**src/rtl/pbra_pkg.sv**
```systemverilog
// shared types and constants for the page bitmap run allocator
package pbra_pkg;

    localparam int PAGE_COUNT_DEF    = 128;
    localparam int INITIAL_PAGES_DEF = 4;
    localparam int PAGE_SHIFT        = 12;
    localparam int CNT_W             = 9;
    localparam int APB_ADDR_W        = 3;
    localparam int APB_DATA_W        = 32;

    localparam logic [APB_ADDR_W-1:0] REG_BASE_ADDRESS = 3'd0;

    typedef enum logic [1:0] {
        ST_GRANTED  = 2'd0,
        ST_NO_ROOM  = 2'd1,
        ST_RELEASED = 2'd2
    } status_t;

    typedef enum logic [2:0] {
        S_CLEAR,
        S_IDLE,
        S_SCAN,
        S_MARK,
        S_FREE
    } state_t;

    typedef struct packed {
        logic        mode;
        logic [19:0] size_bytes;
        logic [31:0] block_address;
    } request_t;

    typedef struct packed {
        status_t     status;
        logic [31:0] granted_address;
        logic [19:0] granted_bytes;
    } result_t;

endpackage

```
**src/rtl/pbra_ram.sv**
```systemverilog
// generic single write port ram with registered read
module pbra_ram #(
    parameter int WIDTH = 1,
    parameter int DEPTH = 128
) (
    input  logic                     clk,
    input  logic                     we,
    input  logic [$clog2(DEPTH)-1:0] waddr,
    input  logic [WIDTH-1:0]         wdata,
    input  logic [$clog2(DEPTH)-1:0] raddr,
    output logic [WIDTH-1:0]         rdata
);

    logic [WIDTH-1:0] mem [DEPTH];

    always_ff @(posedge clk)
    begin
        if (we)
        begin
            mem[waddr] <= wdata;
        end
        rdata <= mem[raddr];
    end

endmodule

```
**src/rtl/page_bitmap_run_allocator.sv**
```systemverilog
// page bitmap run allocator: first-fit run search over a one-bit page map
//
// usage: an item is taken on a rising edge with start high and busy low.
// request.mode 0 allocates: the size becomes floor(size / 4096) + 1 pages
// (aligned sizes gain a page), raised to INITIAL_PAGES, and the map is
// scanned first-fit one page per cycle through the map ram's read port.
// a hit marks the run one page per cycle and returns base plus page offset;
// a miss or an oversized request returns no room. mode 1 releases whole
// pages from the page holding block_address, one page per cycle.
// each item gives exactly one result beat, shown on result for one cycle
// with done high; the receiver cannot stall it.
// allocate scans the map page by page until a run is found or the last
// page is checked, then marks one page per cycle; done rises in the cycle
// after the last page is marked.
// release stays busy while it clears pages; a release that clears nothing
// or an oversized allocate answers in the next cycle without raising busy.
// reset: base_address returns to 0 and a clearing pass writes every page of
// the map (first INITIAL_PAGES pages committed); busy is high meanwhile,
// apb writes are taken at any time.
module page_bitmap_run_allocator #(
    parameter int PAGE_COUNT    = pbra_pkg::PAGE_COUNT_DEF,
    parameter int INITIAL_PAGES = pbra_pkg::INITIAL_PAGES_DEF
) (
    input  logic                                clk,
    input  logic                                rst_n,
    input  logic                                start,
    output logic                                busy,
    input  pbra_pkg::request_t                  request,
    output logic                                done,
    output pbra_pkg::result_t                   result,
    input  logic                                psel,
    input  logic                                penable,
    input  logic                                pwrite,
    input  logic [pbra_pkg::APB_ADDR_W-1:0]     paddr,
    input  logic [pbra_pkg::APB_DATA_W-1:0]     pwdata,
    output logic [pbra_pkg::APB_DATA_W-1:0]     prdata,
    output logic                                pready
);

    localparam int PW    = $clog2(PAGE_COUNT);
    localparam int PTR_W = PW + 1;
    localparam int CW    = pbra_pkg::CNT_W;
    localparam int SH    = pbra_pkg::PAGE_SHIFT;
    localparam logic [PTR_W-1:0] LAST_PAGE = PTR_W'(PAGE_COUNT - 1);
    localparam logic [PTR_W-1:0] END_PAGE  = PTR_W'(PAGE_COUNT);
    localparam logic [PTR_W-1:0] INIT_PTR  = PTR_W'(INITIAL_PAGES);
    localparam logic [CW-1:0]    INIT_CNT  = CW'(INITIAL_PAGES);

    pbra_pkg::state_t  state_reg, state_next;
    pbra_pkg::result_t result_reg, result_next;
    logic              done_reg, done_next;
    logic [31:0]       base_reg;
    logic [PTR_W-1:0]  ptr_reg, ptr_next;
    logic [PTR_W-1:0]  chk_ptr_reg, chk_ptr_next;
    logic              chk_valid_reg, chk_valid_next;
    logic [CW-1:0]     cnt_reg, cnt_next;
    logic [CW-1:0]     need_reg, need_next;
    logic [CW-1:0]     run_reg, run_next;

    logic              ram_we;
    logic              ram_wdata;
    logic              ram_rdata;

    logic [CW-1:0]     req_pages;
    logic [CW-1:0]     req_need;
    logic [31:0]       rel_offset;
    logic [19:0]       rel_first;
    logic [CW-1:0]     rel_count;
    logic [CW-1:0]     run_inc;
    logic [PTR_W-1:0]  run_start;

    // apb register
    assign pready = 1'b1;
    assign prdata = (paddr == pbra_pkg::REG_BASE_ADDRESS) ? base_reg : '0;

    always_ff @(posedge clk or negedge rst_n)
    begin
        if (!rst_n)
        begin
            base_reg <= '0;
        end
        else if (psel && penable && pwrite && (paddr == pbra_pkg::REG_BASE_ADDRESS))
        begin
            base_reg <= pwdata;
        end
    end

    pbra_ram #(
        .WIDTH (1),
        .DEPTH (PAGE_COUNT)
    ) u_map (
        .clk   (clk),
        .we    (ram_we),
        .waddr (ptr_reg[PW-1:0]),
        .wdata (ram_wdata),
        .raddr (ptr_reg[PW-1:0]),
        .rdata (ram_rdata)
    );

    // request decode
    assign req_pages  = {1'b0, request.size_bytes[19:SH]} + CW'(1);
    assign req_need   = (req_pages < INIT_CNT) ? INIT_CNT : req_pages;
    assign rel_offset = request.block_address - base_reg;
    assign rel_first  = rel_offset[31:SH];
    assign rel_count  = {1'b0, request.size_bytes[19:SH]};

    assign run_inc    = run_reg + CW'(1);
    // first page of the run that ends at the page under check
    assign run_start  = chk_ptr_reg - PTR_W'(need_reg) + PTR_W'(1);

    assign busy   = (state_reg != pbra_pkg::S_IDLE);
    assign done   = done_reg;
    assign result = result_reg;

    always_comb
    begin
        state_next     = state_reg;
        result_next    = result_reg;
        done_next      = 1'b0;
        ptr_next       = ptr_reg;
        chk_ptr_next   = chk_ptr_reg;
        chk_valid_next = 1'b0;
        cnt_next       = cnt_reg;
        need_next      = need_reg;
        run_next       = run_reg;
        ram_we         = 1'b0;
        ram_wdata      = 1'b0;

        case (state_reg)
            pbra_pkg::S_CLEAR:
            begin
                ram_we    = 1'b1;
                ram_wdata = (ptr_reg < INIT_PTR);
                ptr_next  = ptr_reg + PTR_W'(1);
                if (ptr_reg == LAST_PAGE)
                begin
                    state_next = pbra_pkg::S_IDLE;
                end
            end

            pbra_pkg::S_IDLE:
            begin
                if (start)
                begin
                    result_next.granted_address = '0;
                    result_next.granted_bytes   = '0;
                    if (!request.mode)
                    begin
                        if (req_pages[CW-1])
                        begin
                            // rounded size does not fit the byte field
                            result_next.status = pbra_pkg::ST_NO_ROOM;
                            done_next          = 1'b1;
                        end
                        else
                        begin
                            need_next  = req_need;
                            ptr_next   = '0;
                            run_next   = '0;
                            state_next = pbra_pkg::S_SCAN;
                        end
                    end
                    else
                    begin
                        result_next.status = pbra_pkg::ST_RELEASED;
                        if (({12'b0, rel_first} < 32'(PAGE_COUNT)) && (rel_count != '0))
                        begin
                            ptr_next   = PTR_W'(rel_first);
                            cnt_next   = rel_count;
                            state_next = pbra_pkg::S_FREE;
                        end
                        else
                        begin
                            done_next = 1'b1;
                        end
                    end
                end
            end

            pbra_pkg::S_SCAN:
            begin
                if (ptr_reg != END_PAGE)
                begin
                    ptr_next       = ptr_reg + PTR_W'(1);
                    chk_ptr_next   = ptr_reg;
                    chk_valid_next = 1'b1;
                end
                if (chk_valid_reg)
                begin
                    run_next = ram_rdata ? '0 : run_inc;
                    if (!ram_rdata && (run_inc == need_reg))
                    begin
                        ptr_next       = run_start;
                        cnt_next       = need_reg;
                        chk_valid_next = 1'b0;
                        result_next.status          = pbra_pkg::ST_GRANTED;
                        result_next.granted_address =
                            base_reg + (32'(run_start[PW-1:0]) << SH);
                        result_next.granted_bytes   = {need_reg[7:0], 12'b0};
                        state_next     = pbra_pkg::S_MARK;
                    end
                    else if (chk_ptr_reg == LAST_PAGE)
                    begin
                        result_next.status = pbra_pkg::ST_NO_ROOM;
                        done_next          = 1'b1;
                        state_next         = pbra_pkg::S_IDLE;
                    end
                end
            end

            pbra_pkg::S_MARK:
            begin
                ram_we    = 1'b1;
                ram_wdata = 1'b1;
                ptr_next  = ptr_reg + PTR_W'(1);
                cnt_next  = cnt_reg - CW'(1);
                if (cnt_reg == CW'(1))
                begin
                    done_next  = 1'b1;
                    state_next = pbra_pkg::S_IDLE;
                end
            end

            pbra_pkg::S_FREE:
            begin
                ram_we    = 1'b1;
                ram_wdata = 1'b0;
                ptr_next  = ptr_reg + PTR_W'(1);
                cnt_next  = cnt_reg - CW'(1);
                // stop after the last requested page or at the last page of the map
                if ((cnt_reg == CW'(1)) || (ptr_reg == LAST_PAGE))
                begin
                    done_next  = 1'b1;
                    state_next = pbra_pkg::S_IDLE;
                end
            end

            default:
            begin
                state_next = pbra_pkg::S_IDLE;
            end
        endcase
    end

    always_ff @(posedge clk or negedge rst_n)
    begin
        if (!rst_n)
        begin
            state_reg     <= pbra_pkg::S_CLEAR;
            done_reg      <= 1'b0;
            ptr_reg       <= '0;
            chk_valid_reg <= 1'b0;
        end
        else
        begin
            state_reg     <= state_next;
            done_reg      <= done_next;
            ptr_reg       <= ptr_next;
            chk_valid_reg <= chk_valid_next;
        end
    end

    always_ff @(posedge clk)
    begin
        result_reg  <= result_next;
        chk_ptr_reg <= chk_ptr_next;
        cnt_reg     <= cnt_next;
        need_reg    <= need_next;
        run_reg     <= run_next;
    end

endmodule

```
**config.mk**
```make
export PLATFORM = sky130hd
export DESIGN_NAME = page_bitmap_run_allocator
export DESIGN_NICKNAME = d
export VERILOG_FILES = /design/src/rtl/pbra_pkg.sv /design/src/rtl/pbra_ram.sv /design/src/rtl/page_bitmap_run_allocator.sv
export SDC_FILE = /design/constraint.sdc
export NUM_CORES = 1
export LEC_CHECK = 0
export BUFFER_PORTS_ARGS = -buffer_cell sky130_fd_sc_hd__buf_4
export CAP_MARGIN = 20
export CORE_MARGIN = 1.5
export CORE_UTILIZATION = 45
export DETAILED_ROUTE_END_ITERATION = 8
export HOLD_SLACK_MARGIN = 0.12
export SYNTH_ARGS = -nofsm -noshare
export SYNTH_HDL_FRONTEND = slang
export SYNTH_HIERARCHICAL = 1
export SYNTH_SLANG_ARGS = --single-unit
```
**constraint.sdc**
```tcl
create_clock -name clk -period 7.5 [get_ports clk]
set_input_delay 0 -clock clk [delete_from_list [all_inputs] [get_ports clk]]
set_output_delay 0 -clock clk [all_outputs]
set_load 0.01 [all_outputs]
```
=== After elaboration in Yosys (flattened, before gate mapping) ===
Memory sizes are Yosys's and may differ from the RTL's. A register that Yosys moved wholly into a read port is not among the register bits.
Index checks and enable logic that the tools add are counted.

* $add $sub $neg: 8
* Magnitude comparators: 3
* Equality and inequality tests: 24
* Muxes and demuxes: 58
* Bitwise logic cells: 2
* Reduce and logical (&&, ||, !) cells: 23

{| class="wikitable"
|+ Operators by type and width
! kind !! number
|-
| two-way mux 54 bit || 2
|-
| one-hot mux 54 bit (2 select lines) || 1
|-
| two-way mux 9 bit || 10
|-
| two-way mux 8 bit || 7
|-
| two-way mux 52 bit || 1
|-
| adder 32 x 19 -> 32 bit || 1
|-
| two-way mux 32 bit || 1
|-
| subtractor 32 bit || 1
|-
| two-way mux 3 bit || 10
|-
| one-hot mux 9 bit (3 select lines) || 1
|-
| one-hot mux 8 bit (3 select lines) || 1
|-
| less-than comparator 20 x 8 -> 1 bit (second input constant) || 1
|-
| != test 2 bit (second input constant) || 10
|-
| one-hot mux 9 bit (2 select lines) || 1
|-
| adder 8 x 1 -> 8 bit (second input constant) || 2
|-
| == test 8 x 7 -> 1 bit (second input constant) || 2
|-
| two-way mux 1 bit || 16
|-
| one-hot mux 3 bit (5 select lines) || 1
|-
| != test 3 bit (second input constant) || 4
|-
| AND reduction 4 bit || 3
|-
| AND reduction 5 bit || 2
|-
| adder 8 x 1 -> 9 bit (second input constant) || 1
|-
| adder 9 x 1 -> 9 bit (second input constant) || 1
|-
| == test 9 x 1 -> 1 bit (second input constant) || 1
|-
| other kinds (26) || 37
|}

* Bits in registers: 134
* Bits in writable memories: 128
* Output and inout bits: 89
* Logic and storage cells: 132
* Memories kept: 1

{| class="wikitable"
|+ Memory list
! name !! words !! width !! read ports !! clocked after Yosys merged registers in !! write ports !! RTL line !! RTL
|-
| u_map.mem || 128 || 1 || 1 || 1 || 1 || pbra_ram.sv:14 || <nowiki>logic [WIDTH-1:0] mem [DEPTH];</nowiki>
|}

=== Logic depth before layout (Yosys ltp) ===
Gate-level depths: netlist of run 1.

* Word-level depth: 7
* Gate-level depth with buffers: 17

=== Cells and area by module ===
Netlist of run 1, hierarchy kept.

{| class="wikitable"
|+ By module, submodules not included
! module !! instances !! cells an instance !! area each (µm²) !! sequential area each (µm²)
|-
| page_bitmap_run_allocator || 1 || 1044 || 9083.7 || 3408.3
|-
| pbra_ram || 1 || 395 || 5719.2 || 3863.7
|}

=== Worst setup path after synthesis of run 1 ===
No wires, ideal clock.

* Path kind: register -> register
* From: reg state_reg[1]
* To: mem u_map.mem[0] (data pin)
* Arrival time: 4.380 ns
* Required time: 6.704 ns
* Slack: 2.323 ns
* Cell stages (with the launch flop): 6
* Buffers on the path: 3
* Clock period less this slack: 5.177 ns
* Cells stage by stage: dfrtp_1 clkbuf_1 clkbuf_1 buf_1 a22oi_1 nor2_1

* Cells in the longest elaborated chain, start to end: 2
* Elaborated cells on any way between the ends: 3

{| class="wikitable"
|+ RTL lines
! what !! RTL line !! RTL
|-
| start, declared || page_bitmap_run_allocator.sv:49 || <nowiki>pbra_pkg::state_t state_reg, state_next;</nowiki>
|-
| start signal, assigned || page_bitmap_run_allocator.sv:249 || <nowiki>state_reg <= pbra_pkg::S_CLEAR;</nowiki>
|-
| start signal, assigned || page_bitmap_run_allocator.sv:256 || <nowiki>state_reg <= state_next;</nowiki>
|-
| == test 3 x 2 -> 1 bit / zero test 3 bit (equally long branches) || page_bitmap_run_allocator.sv:129 || <nowiki>case (state_reg)</nowiki>
|-
| one-hot mux 1 bit (2 select lines) (*) || page_bitmap_run_allocator.sv:129 ||
|-
| net ram_wdata || page_bitmap_run_allocator.sv:61 || <nowiki>logic ram_wdata;</nowiki>
|-
| end, declared || pbra_ram.sv:14 ||
|}

Mark *: on every way through the listed nets, which the timed path passes. The rest lies on a longest branch.

=== Worst setup path after layout of run 1 ===
* From: reg base_reg[13]
* To: reg ptr_reg[7]

* Cells in the longest elaborated chain, start to end: 5
* Elaborated cells on any way between the ends: 9

{| class="wikitable"
|+ RTL lines
! what !! RTL line !! RTL
|-
| start, declared || page_bitmap_run_allocator.sv:52 || <nowiki>logic [31:0] base_reg;</nowiki>
|-
| start signal, assigned || page_bitmap_run_allocator.sv:84 || <nowiki>base_reg <= pwdata;</nowiki>
|-
| subtractor 32 bit (*) || page_bitmap_run_allocator.sv:103 || <nowiki>assign rel_offset = request.block_address - base_reg;</nowiki>
|-
| less-than comparator 20 x 8 -> 1 bit / two-way mux 8 bit (equally long branches) || page_bitmap_run_allocator.sv:166 || <nowiki>if (({12'b0, rel_first} < 32'(PAGE_COUNT)) && (rel_count != '0))</nowiki>
|-
| logical AND 1 bit / two-way mux 8 bit (equally long branches) || page_bitmap_run_allocator.sv:166, page_bitmap_run_allocator.sv:147 ||
|-
| != test 3 bit (no source line) / two-way mux 8 bit (equally long branches) || - ||
|-
| AND reduction 4 bit (no source line) / one-hot mux 8 bit (3 select lines) (equally long branches) || - ||
|-
| end signal, assigned || page_bitmap_run_allocator.sv:258 || <nowiki>ptr_reg <= ptr_next;</nowiki>
|-
| end, declared || page_bitmap_run_allocator.sv:53 || <nowiki>logic [PTR_W-1:0] ptr_reg, ptr_next;</nowiki>
|}

Every way passes the cells marked *; elsewhere a longest branch is shown, timed or not. The select of a mux whose other input is x is not followed.
A chain may end at the register's enable or synchronous reset.

==> flow_metrics.env, run 1 <==
export IMPL_hold_path_class="in -> reg"
export IMPL_fin_nets=1773
export IMPL_syn_inst=1439
export IMPL_critPathKind="reg -> reg"
export IMPL_rows=66
export IMPL_outcome="finished, final reports clean"
export IMPL_wl_per_cell_um=18.7
export IMPL_detail_route_antenna_nets=0
export IMPL_nFillCells=2948
export IMPL_critPathMaxFanout=18
export IMPL_async_flop_share_pct=18.0
export IMPL_first_pass_iters=8
export IMPL_ys_ff_latch=250
export IMPL_post_cts_repair_setup_buffers=0
export IMPL_yosys_area_top_type_share_pct=41.4
export IMPL_ctsRootBufferMaster="clkbuf_16"
export IMPL_r2r_end="ptr_reg[7]$_DFFE_PN0P_"
export IMPL_drv_slew=0
export IMPL_p_leak_nw=6.93
export IMPL_skew_ps=26.6
export IMPL_grt_overflow_total=0
export IMPL_instances_no_fill=2085
export IMPL_clkTransAtPathRegs_ps=60
export IMPL_synthesis_area_sq_um=14800
export IMPL_reg2reg_depth=13
export IMPL_drive_gt1_share_pct=16.2
export IMPL_h_tree_depth=1
export IMPL_tightest_slew_ps=1000
export IMPL_fp_dieH_um=184
export IMPL_combPwrFrac_pct=19.9
export IMPL_ys_flop_type="edfxtp_1"
export IMPL_critPathArrivalTime_ps=4810
export IMPL_fin_tns_setup_ps=0
export IMPL_powerDensity_nw_per_um2=202
export IMPL_power_frac_clock_pct=36.6
export IMPL_yosysTopAreaCell="edfxtp_1"
export IMPL_critPathLaunchType="flop"
export IMPL_via_per_inst=5.59
export IMPL_largest_reg_flops=128
export IMPL_placed_cells=1978
export IMPL_critPathCapture="ptr_reg[7]$_DFFE_PN0P_"
export IMPL_dieWidth_um=184
export IMPL_start_util_pct=45.6
export IMPL_drc=0
export IMPL_endpoint_kind="flop"
export IMPL_pin_count=183
export IMPL_area_growth_pct=20.1
export IMPL_synth_edf_count=204
export IMPL_wirelength_um=38900
export IMPL_cts_buffers=29
export IMPL_r2r_slack_ps=3120
export IMPL_grt_use_total_pct=23.1
export IMPL_p_sw_mw=1.03
export IMPL_cts_tree="yes"
export IMPL_hpwlAfterDp_um=26500
export IMPL_die_area_sq_um=34000
export IMPL_min_period_over_period_pct=58.3
export IMPL_period_minus_slack_ps=4380
export IMPL_rsz0062_at_grt="false"
export IMPL_yosys_cell_types_count=84
export IMPL_ys_seq_area_share_pct=49.1
export IMPL_sw_frac_of_total_pct=28.5
export IMPL_startpoint="base_reg[13]$_DFFE_PN0P_"
export IMPL_critPathRequiredTime_ps=7940
export IMPL_antenna_found_initial=1
export IMPL_final_cell_mix="242 x nor2_1, 204 x edfxtp_1, 169 x buf_4"
export IMPL_intPower_mw=2.57
export IMPL_grt_max_degree=129
export IMPL_grt_pass1_wl_um=61800
export IMPL_clk_latency_ps=570
export IMPL_io_buffers=157
export IMPL_ir_worst_vdd_uv=218
export IMPL_clock_sink_count=250
export IMPL_hold_viol=0
export IMPL_max_freq_mhz=229
export IMPL_yosys_top_cells_area="edfxtp_1 41%, dfrtp_1 7.6%, nor2_1 6.2%"
export IMPL_stdcell_area_sq_um=17800
export IMPL_grt_pass1_vias=11500
export IMPL_num_vias=11600
export IMPL_setup_viol=0
export IMPL_core_area_sq_um=32500
export IMPL_cts_buffer_depth=3
export IMPL_final_util_pct=54.8
export IMPL_syn_avg_cell_area_sq_um=10.3
export IMPL_routabilityCongestion=0.877
export IMPL_yosys_warnings=6
export IMPL_relSlewSlack_pct=33.1
export IMPL_placed_area_sq_um=16300
export IMPL_initialDrtViolationCount=761
export IMPL_timing_rr_start="base_reg[13]$_DFFE_PN0P_"
export IMPL_pwr_share_seq_pct=43.5
export IMPL_max_cap_violations=0
export IMPL_final_common_cell="nor2_1"
[worst max-delay path: stages, from the launching register on]
cell and delay, ps:
dfrtp_1 470, inv_1 90, ha_1 410, a21oi_1 290, o21ai_0 210, nand2_1 160
o311ai_4 140, o21a_1 200, a2111oi_2 360, nor4b_2 300, nand4_2 460, nor2_1 450
o211ai_1 140, dlygate4sd3_1 570
[worst min path at each step]
stage | slack (ps) | endpoint | cells after the start | start
finish | 120 | base_reg[10]$_DFFE_PN0P_ | 4 | penable
global route | 150 | base_reg[10]$_DFFE_PN0P_ | 3 | penable
CTS | 150 | base_reg[10]$_DFFE_PN0P_ | 4 | pwdata[10]
detailed placement | 60 | base_reg[3]$_DFFE_PN0P_ | 1 | rst_n
global placement | 70 | base_reg[3]$_DFFE_PN0P_ | 1 | rst_n
floorplan | -300 | base_reg[0]$_DFFE_PN0P_ | 0 | rst_n
[layout make-up]
cell class	count	area, sq um	share of cell area (%)
sequential	250	7270	40.9
clock buffer	45	826	4.65
tap	442	553	3.11
inverter	66	248	1.39
clock inverter	8	60.1	0.338
multi-input combinational	1051	6960	39.2
antenna	1	2.50	0.0141
timing repair buffer	222	1850	10.4
[layer usage]
layer / global-route usage, % / routed length (um) / vias up / part of all wire (%)
met5: 0 / 0 / - / 0
met4: 8.62 / 1350 / 0 / 3.5
met3: 2.51 / 1640 / 87 / 4.2
met2: 38.2 / 18500 / 310 / 47
met1: 31.4 / 17500 / 5638 / 45
li1: - / - / 5612 / -
[stage by stage]
step           power (mW)  hold slack (ps)  setup slack (ps)
3_3_place_gp         2.27             65.8              3190
4_1_cts              3.62              154              3130
3_5_place_dp         2.27             58.8              3190
2_1_floorplan        2.07             -296              2320
6_report             3.59              116              3120
5_1_grt              3.76              149              2850
[power by group through the flow]
stage	Combinational, mW	Sequential, mW	Clock [mW]
after floorplan	0.497	1.58	0
after global placement	0.678	1.59	0
after detailed placement	0.683	1.59	0
after CTS	0.709	1.56	1.35
after global routing	0.797	1.57	1.40
final	0.716	1.56	1.31
[kinds of logic after synthesis]
kind of cell	count (synthesis)	share of synthesized area [%]
and+or+nand+nor	602	19.3
AOI/OAI and AO/OA	260	11.6
DFF	250	49.1
buffers and inverters	149	4.33
xor gates and xnor gates	66	4.09
adders and majority gates	59	5.09
muxes	51	6.44
other	2	0.0507
[cells in the mapped netlist, types with 6 or more instances]
| library cell | number |
|---|---|
| nor2_1 | 243 |
| edfxtp_1 | 204 |
| nand2_1 | 128 |
| o21ai_0 | 72 |
| inv_1 | 65 |
| a21oi_1 | 63 |
| ha_1 | 57 |
| dfrtp_1 | 45 |
| clkbuf_1 | 44 |
| xnor2_1 | 40 |
| and2_1 | 38 |
| nand3_1 | 37 |
| nand4_1 | 29 |
| mux4_2 | 26 |
| nor3_1 | 24 |
| xor2_1 | 24 |
| buf_2 | 17 |
| nor2b_1 | 17 |
| and3_1 | 15 |
| mux2i_1 | 15 |
| buf_4 | 14 |
| nand2b_1 | 12 |
| nor4_1 | 12 |
| a21o_1 | 11 |
| a221oi_1 | 11 |
| o211ai_1 | 11 |
| a211oi_1 | 9 |
| o21bai_1 | 9 |
| o22ai_1 | 9 |
| or4_1 | 8 |
| buf_1 | 7 |
| mux4_1 | 7 |
| o221ai_1 | 7 |
| and4_1 | 6 |
| o22a_1 | 6 |
[timing repair]
action,in CTS,in global routing
hold buffers,51,0
resized for setup,0,0
endpoints found under the hold margin,111,0
(Power assumes the default switching activity.)
==> inputs of run 2 (changes only) <==
- clock period: 7.5 -> 4.5 ns (I/O delays scaled with it)
==> run 2 against run 1 <==
Utilization grew 0.20 points; critical path depth grew 1; final area grew 0.37%; global-route usage is essentially flat.
==> flow_metrics.env, run 2 (synthesis results as in run 1) <==
export IMPL_outcome="finished, final reports clean"
export IMPL_cp_common_cell="o211ai_1"
export IMPL_first_pass_iters=7
export IMPL_grt_use_total_pct=23.1
export IMPL_fin_tns_setup_ps=0
export IMPL_max_cap_violations=0
export IMPL_layout_setup_ws_ps=404
export IMPL_post_cts_resized=0
export IMPL_critPathMaxFanout=8
export IMPL_intPower_mw=4.38
export IMPL_stdcell_area_sq_um=17800
export IMPL_crit_cells=14
export IMPL_p_leak_nw=6.99
export IMPL_crit_chain="inv_1 -> ha_1 -> a21oi_1 -> o211ai_1 -> a41o_1 -> o21bai_1 -> o2bb2ai_1 -> a2111oi_0 -> and4_1 -> nand4_2 -> nor2_1 -> buf_4 -> o211ai_1 -> dlygate4sd3_1"
export IMPL_p_total_mw=6.11
export IMPL_h_tree_depth=1
export IMPL_largest_reg_flops=128
export IMPL_power_frac_clock_pct=37.6
export IMPL_grt_pass1_wl_um=61400
export IMPL_whs_ps=174
export IMPL_drv_slew=0
export IMPL_slowest_delay_ps=560
export IMPL_min_period_over_period_pct=91.0
export IMPL_nFillCells=2889
export IMPL_clk_latency_ps=580
export IMPL_combPwrFrac_pct=19.7
export IMPL_drive_gt1_share_pct=16.8
export IMPL_setup_viol=0
export IMPL_sw_frac_of_total_pct=28.3
export IMPL_num_vias=11700
export IMPL_max_freq_mhz=244
export IMPL_hold_viol=0
export IMPL_final_cell_mix="242 x nor2_1, 204 x edfxtp_1, 180 x buf_4"
export IMPL_ctsRootBufferMaster="clkbuf_16"
export IMPL_r2r_slack_ps=400
export IMPL_via_per_inst=5.59
export IMPL_antenna_found_initial=0
export IMPL_grt_overflow_total=0
export IMPL_tightest_slew_ps=1030
export IMPL_fin_nets=1781
export IMPL_critPathKind="reg -> reg"
export IMPL_critPathLaunchType="flop"
export IMPL_die_area_sq_um=34000
export IMPL_critPathCapture="ptr_reg[7]$_DFFE_PN0P_"
export IMPL_relSlewSlack_pct=31.4
export IMPL_dieWidth_um=184
export IMPL_critPathSlowestCell="dlygate4sd3_1"
export IMPL_grt_pass1_vias=11200
export IMPL_instances_no_fill=2092
export IMPL_hpwlAfterDp_um=27300
export IMPL_hold_path_class="in -> reg"
export IMPL_io_buffers=157
export IMPL_endpoint_kind="flop"
export IMPL_placed_area_sq_um=16400
export IMPL_cts_buffer_depth=3
export IMPL_routabilityCongestion=0.884
export IMPL_powerDensity_nw_per_um2=343
export IMPL_worst_path_dominant_cell_family="compound AO/OA/AOI/OAI gates"
export IMPL_clock_sink_count=250
export IMPL_start_util_pct=45.6
export IMPL_final_common_cell="nor2_1"
export IMPL_reg2reg_depth=14
export IMPL_critPathRequiredTime_ps=4940
export IMPL_placed_cells=1990
export IMPL_skew_ps=20.8
export IMPL_r2r_end="ptr_reg[7]$_DFFE_PN0P_"
export IMPL_multi_input_area_sq_um=6960
export IMPL_pwr_share_seq_pct=42.6
export IMPL_crit_buf_inv=3
export IMPL_rsz0062_at_grt="false"
export IMPL_core_area_sq_um=32500
export IMPL_wirelength_um=39000
export IMPL_startpoint="base_reg[12]$_DFFE_PN0P_"
export IMPL_rows=66
export IMPL_ir_worst_vdd_uv=408
export IMPL_grt_max_degree=129
export IMPL_initialDrtViolationCount=889
export IMPL_pin_count=183
export IMPL_period_minus_slack_ps=4100
export IMPL_n_antenna_cell=0
export IMPL_clkTransAtPathRegs_ps=60
export IMPL_post_cts_repair_setup_buffers=0
export IMPL_area_growth_pct=20.5
export IMPL_drc=0
export IMPL_cts_buffers=29
export IMPL_final_util_pct=55.0
export IMPL_detail_route_antenna_nets=0
export IMPL_critPathArrivalTime_ps=4530
export IMPL_wl_per_cell_um=18.6
export IMPL_place_ws_ps=640
export IMPL_cts_tree="yes"
export IMPL_seq_area_sq_um=7270
export IMPL_fp_dieH_um=184
export IMPL_p_sw_mw=1.73
export IMPL_timing_rr_start="base_reg[12]$_DFFE_PN0P_"
export IMPL_hold_buffers=49
-- run 2: how the worst min path moves through the flow --
stage | slack, ps | end | from | cells after the start
2_1_floorplan | -300 | base_reg[0]$_DFFE_PN0P_ | rst_n | 0
3_3_place_gp | 70 | base_reg[2]$_DFFE_PN0P_ | rst_n | 1
3_5_place_dp | 70 | base_reg[3]$_DFFE_PN0P_ | rst_n | 1
4_1_cts | 150 | base_reg[10]$_DFFE_PN0P_ | pwdata[10] | 4
5_1_grt | 180 | base_reg[9]$_DFFE_PN0P_ | pwdata[9] | 4
6_report | 170 | base_reg[10]$_DFFE_PN0P_ | pwdata[10] | 4
-- run 2: layout make-up --
cell class,count,share of cell area (%)
inverters,66,1.39
clock inverters,13,0.722
well taps,442,3.10
clock buffers,40,4.47
multi-input cells,1051,39.0
repair buffers,230,10.5
flip-flops and latches,250,40.8
-- run 2: power groups by stage --
stage / Sequential (mW) / Combinational (mW) / Clock [mW]
finish: 2.60 / 1.21 / 2.30
detailed placement: 2.65 / 1.15 / 0
global placement: 2.65 / 1.14 / 0
floorplan: 2.63 / 0.828 / 0
global route: 2.61 / 1.34 / 2.43
CTS: 2.60 / 1.19 / 2.34
-- run 2: worst min-delay path: stages --
cell and delay (ps):
dlygate4sd3_1 530, buf_4 100, nand2_1 30, o21ai_0 60
-- run 2: layer usage --
layer / routed length [um] / global-route usage [%] / share of wire, % / vias up
li1: - / - / - / 5614
met1: 17700 / 32.3 / 45 / 5652
met2: 18300 / 37.6 / 47 / 350
met3: 1810 / 2.29 / 4.6 / 73
met4: 1220 / 7.97 / 3.1 / 0
met5: 0 / 0 / 0 / -
==> inputs of run 3 (changes only) <==
- ABC_AREA: default -> 1
- CAP_MARGIN: 20 -> default
- CTS_BUF_LIST: default -> sky130_fd_sc_hd__clkbuf_8
==> run 3 against run 2 <==
Critical path depth up 8; sequential power grew 44%; first-iteration DRC count fell by 3.8%; utilization down 0.92 points; via count grew 14%; combinational power increased to 3.7 times the previous value; cell count increased by 24%; non-clock buffer count fell by 7; sequential share of layout area fell by 0.45 points; critical endpoint is now result[51]$_SDFFCE_PN0P_.
==> flow_metrics.env, run 3 <==
export IMPL_outcome="finished, final reports clean"
export IMPL_cts_buffers=44
export IMPL_ys_ff_latch=250
export IMPL_hold_viol=0
export IMPL_yosys_cell_types_count=55
export IMPL_synthesis_area_sq_um=15200
export IMPL_yosysTopAreaCell="edfxtp_1"
export IMPL_tightest_slew_ps=924
export IMPL_combPwrFrac_pct=44.5
export IMPL_final_cell_mix="520 x nand2_1, 274 x nor2_1, 253 x inv_1"
export IMPL_clock_sink_count=250
export IMPL_initialDrtViolationCount=855
export IMPL_min_period_over_period_pct=88.9
export IMPL_sw_frac_of_total_pct=43.7
export IMPL_clkTransAtPathRegs_ps=60
export IMPL_num_vias=13400
export IMPL_wl_per_cell_um=16.4
export IMPL_critPathLaunchType="flop"
export IMPL_pin_count=183
export IMPL_antenna_found_initial=0
export IMPL_setup_viol=0
export IMPL_grt_use_total_pct=24.3
export IMPL_ctsRootBufferMaster="clkbuf_8"
export IMPL_drv_slew=0
export IMPL_grt_pass1_wl_um=66900
export IMPL_fin_nets=2272
export IMPL_rsz0062_at_grt="false"
export IMPL_detail_route_antenna_nets=0
export IMPL_via_per_inst=5.14
export IMPL_top_layer="met4"
export IMPL_wl_met2_um=20200
export IMPL_start_util_pct=45.4
export IMPL_ir_worst_vdd_uv=264
export IMPL_nFillCells=3264
export IMPL_grt_pass1_vias=12800
export IMPL_p_sw_mw=4.44
export IMPL_intPower_mw=5.72
export IMPL_met3_length_um=2720
export IMPL_cts_tree="yes"
export IMPL_syn_avg_cell_area_sq_um=7.96
export IMPL_syn_inst=1903
export IMPL_core_area_sq_um=33400
export IMPL_relSlewSlack_pct=38.4
export IMPL_ys_flop_type="edfxtp_1"
export IMPL_synth_edf_count=204
export IMPL_cts_buffer_depth=3
export IMPL_endpoint_kind="flop"
export IMPL_grt_max_degree=77
export IMPL_dieWidth_um=186
export IMPL_critPathRequiredTime_ps=4830
export IMPL_pwr_share_seq_pct=36.8
export IMPL_final_common_cell="nand2_1"
export IMPL_n_antenna_cell=0
export IMPL_first_pass_iters=7
export IMPL_critPathMaxFanout=6
export IMPL_rows=67
export IMPL_placed_cells=2469
export IMPL_fp_dieH_um=186
export IMPL_yosys_top_cells_area="edfxtp_1 40%, nand2_1 13%, dfrtp_1 7.4%"
export IMPL_synth_commonest_cells="521 x nand2_1, 276 x nor2_1, 238 x inv_1, 204 x edfxtp_1, 192 x nand3_1"
export IMPL_yosysMostFrequentCell="nand2_1"
export IMPL_clk_latency_ps=580
export IMPL_critPathArrivalTime_ps=4340
export IMPL_powerDensity_nw_per_um2=563
export IMPL_wirelength_um=42700
export IMPL_critPathKind="reg -> reg"
export IMPL_fin_tns_setup_ps=0
export IMPL_area_growth_pct=19.0
export IMPL_drc=0
export IMPL_routabilityCongestion=0.902
export IMPL_period_minus_slack_ps=4000
export IMPL_yosys_warnings=6
export IMPL_p_total_mw=10.2
export IMPL_power_frac_clock_pct=18.8
export IMPL_yosys_area_top_type_share_pct=40.4
export IMPL_instances_no_fill=2600
export IMPL_skew_ps=24.0
export IMPL_max_freq_mhz=250
export IMPL_p_leak_nw=8.11
export IMPL_die_area_sq_um=34800
export IMPL_drive_gt1_share_pct=14.0
export IMPL_largest_reg_flops=128
export IMPL_async_flop_share_pct=18.0
export IMPL_max_cap_violations=0
export IMPL_io_buffers=157
export IMPL_h_tree_depth=2
export IMPL_wl_met1_um=18500
export IMPL_hpwlAfterDp_um=30100
export IMPL_ys_seq_area_share_pct=48.0
export IMPL_hold_path_class="in -> reg"
export IMPL_grt_overflow_total=0
[run 3: changes by cell type in the layout (fill, tap and decap cells not counted), moves of 32 or more]
cell,delta
nand2_1,+393
inv_1,+188
nand3_1,+155
clkbuf_8,+43
and2_1,-33
nor2_1,+32
xnor2_1,-32
[run 3: metal layers]
metal	vias up	track usage (%)
met1	6238	31.9
met2	422	40.6
met3	93	4.16
met4	0	8.56
met5	-	0
li1	6600	-
[run 3: critical path, cell delays in order, from the launching register on]
cell and delay (ps):
edfxtp_1 370, inv_1 150, ha_1 250, ha_1 350, a21oi_1 160, nand2_1 100, a21oi_1 140, o21ai_0 110
xnor2_1 170, buf_4 150, inv_1 40, ha_1 360, nand4_1 150, o21ai_2 240, nand2_1 80, nor2_1 150
nand2_1 110, nor3_2 160, nand2_1 160, nor2_1 150, nand2_1 80, nor2_1 90, nor2_1 50
[run 3: power by group through the flow]
stage	Combinational (mW)	Clock [mW]	Sequential (mW)
floorplan	2.92	0	3.73
global placement	4.37	0	3.78
detailed placement	4.44	0	3.78
CTS	4.50	1.96	3.74
global route	5.02	2.05	3.80
finish	4.52	1.91	3.74
[run 3: metrics by stage]
step / hold slack [ps] / setup slack [ps] / instance area (sq um) / utilization, %
3_3_place_gp: 61.6 / 361 / 16700 / 50.1
2_1_floorplan: -296 / 740 / 15200 / -
5_1_grt: 188 / 20.5 / 18000 / 54.1
4_1_cts: 153 / 208 / 18000 / 54.0
6_report: 179 / 498 / 18000 / 54.1
3_5_place_dp: 68.5 / 234 / 16700 / 50.1
[run 3: final cells by class]
type / count / area [sq um] / share of cell area (%)
Clock buffer: 46 / 633 / 3.51
Clock inverter: 33 / 149 / 0.826
Inverter: 250 / 938 / 5.20
Multi-Input combinational cell: 1350 / 6650 / 36.9
Sequential cell: 250 / 7270 / 40.3
Tap cell: 448 / 561 / 3.11
Timing Repair Buffer: 223 / 1830 / 10.2
[run 3: timing repair]
action | CTS | global route
setup endpoints to repair | 0 | 4
hold endpoints to repair | 117 | 0
setup buffers | 0 | 1
resized for setup | 0 | 2
hold buffers | 51 | 0
[run 3: worst paths after layout]
path	cells after the start	endpoint	from	slack [ps]
max reg2reg	22	result[51]$_SDFFCE_PN0P_	need_reg[3]$_SDFFCE_PN0P_	500
min reg2reg	2	state_reg[1]$_DFFE_PN0P_	state_reg[1]$_DFFE_PN0P_	540
min in group asynchronous	4	ptr_reg[6]$_DFFE_PN0P_	rst_n	550
min	4	base_reg[23]$_DFFE_PN0P_	pwdata[23]	180
max	22	result[51]$_SDFFCE_PN0P_	need_reg[3]$_SDFFCE_PN0P_	500
max in group asynchronous	4	ptr_reg[0]$_DFFE_PN0P_	rst_n	3720
[run 3: cells by family after synthesis]
kind of cell,share of synthesized area [%]
fa+ha+maj,4.97
buf+inv,8.57
compound gates,5.47
flops,48.0
xor+xnor,1.50
simple gates,31.4
other cells,0.0496
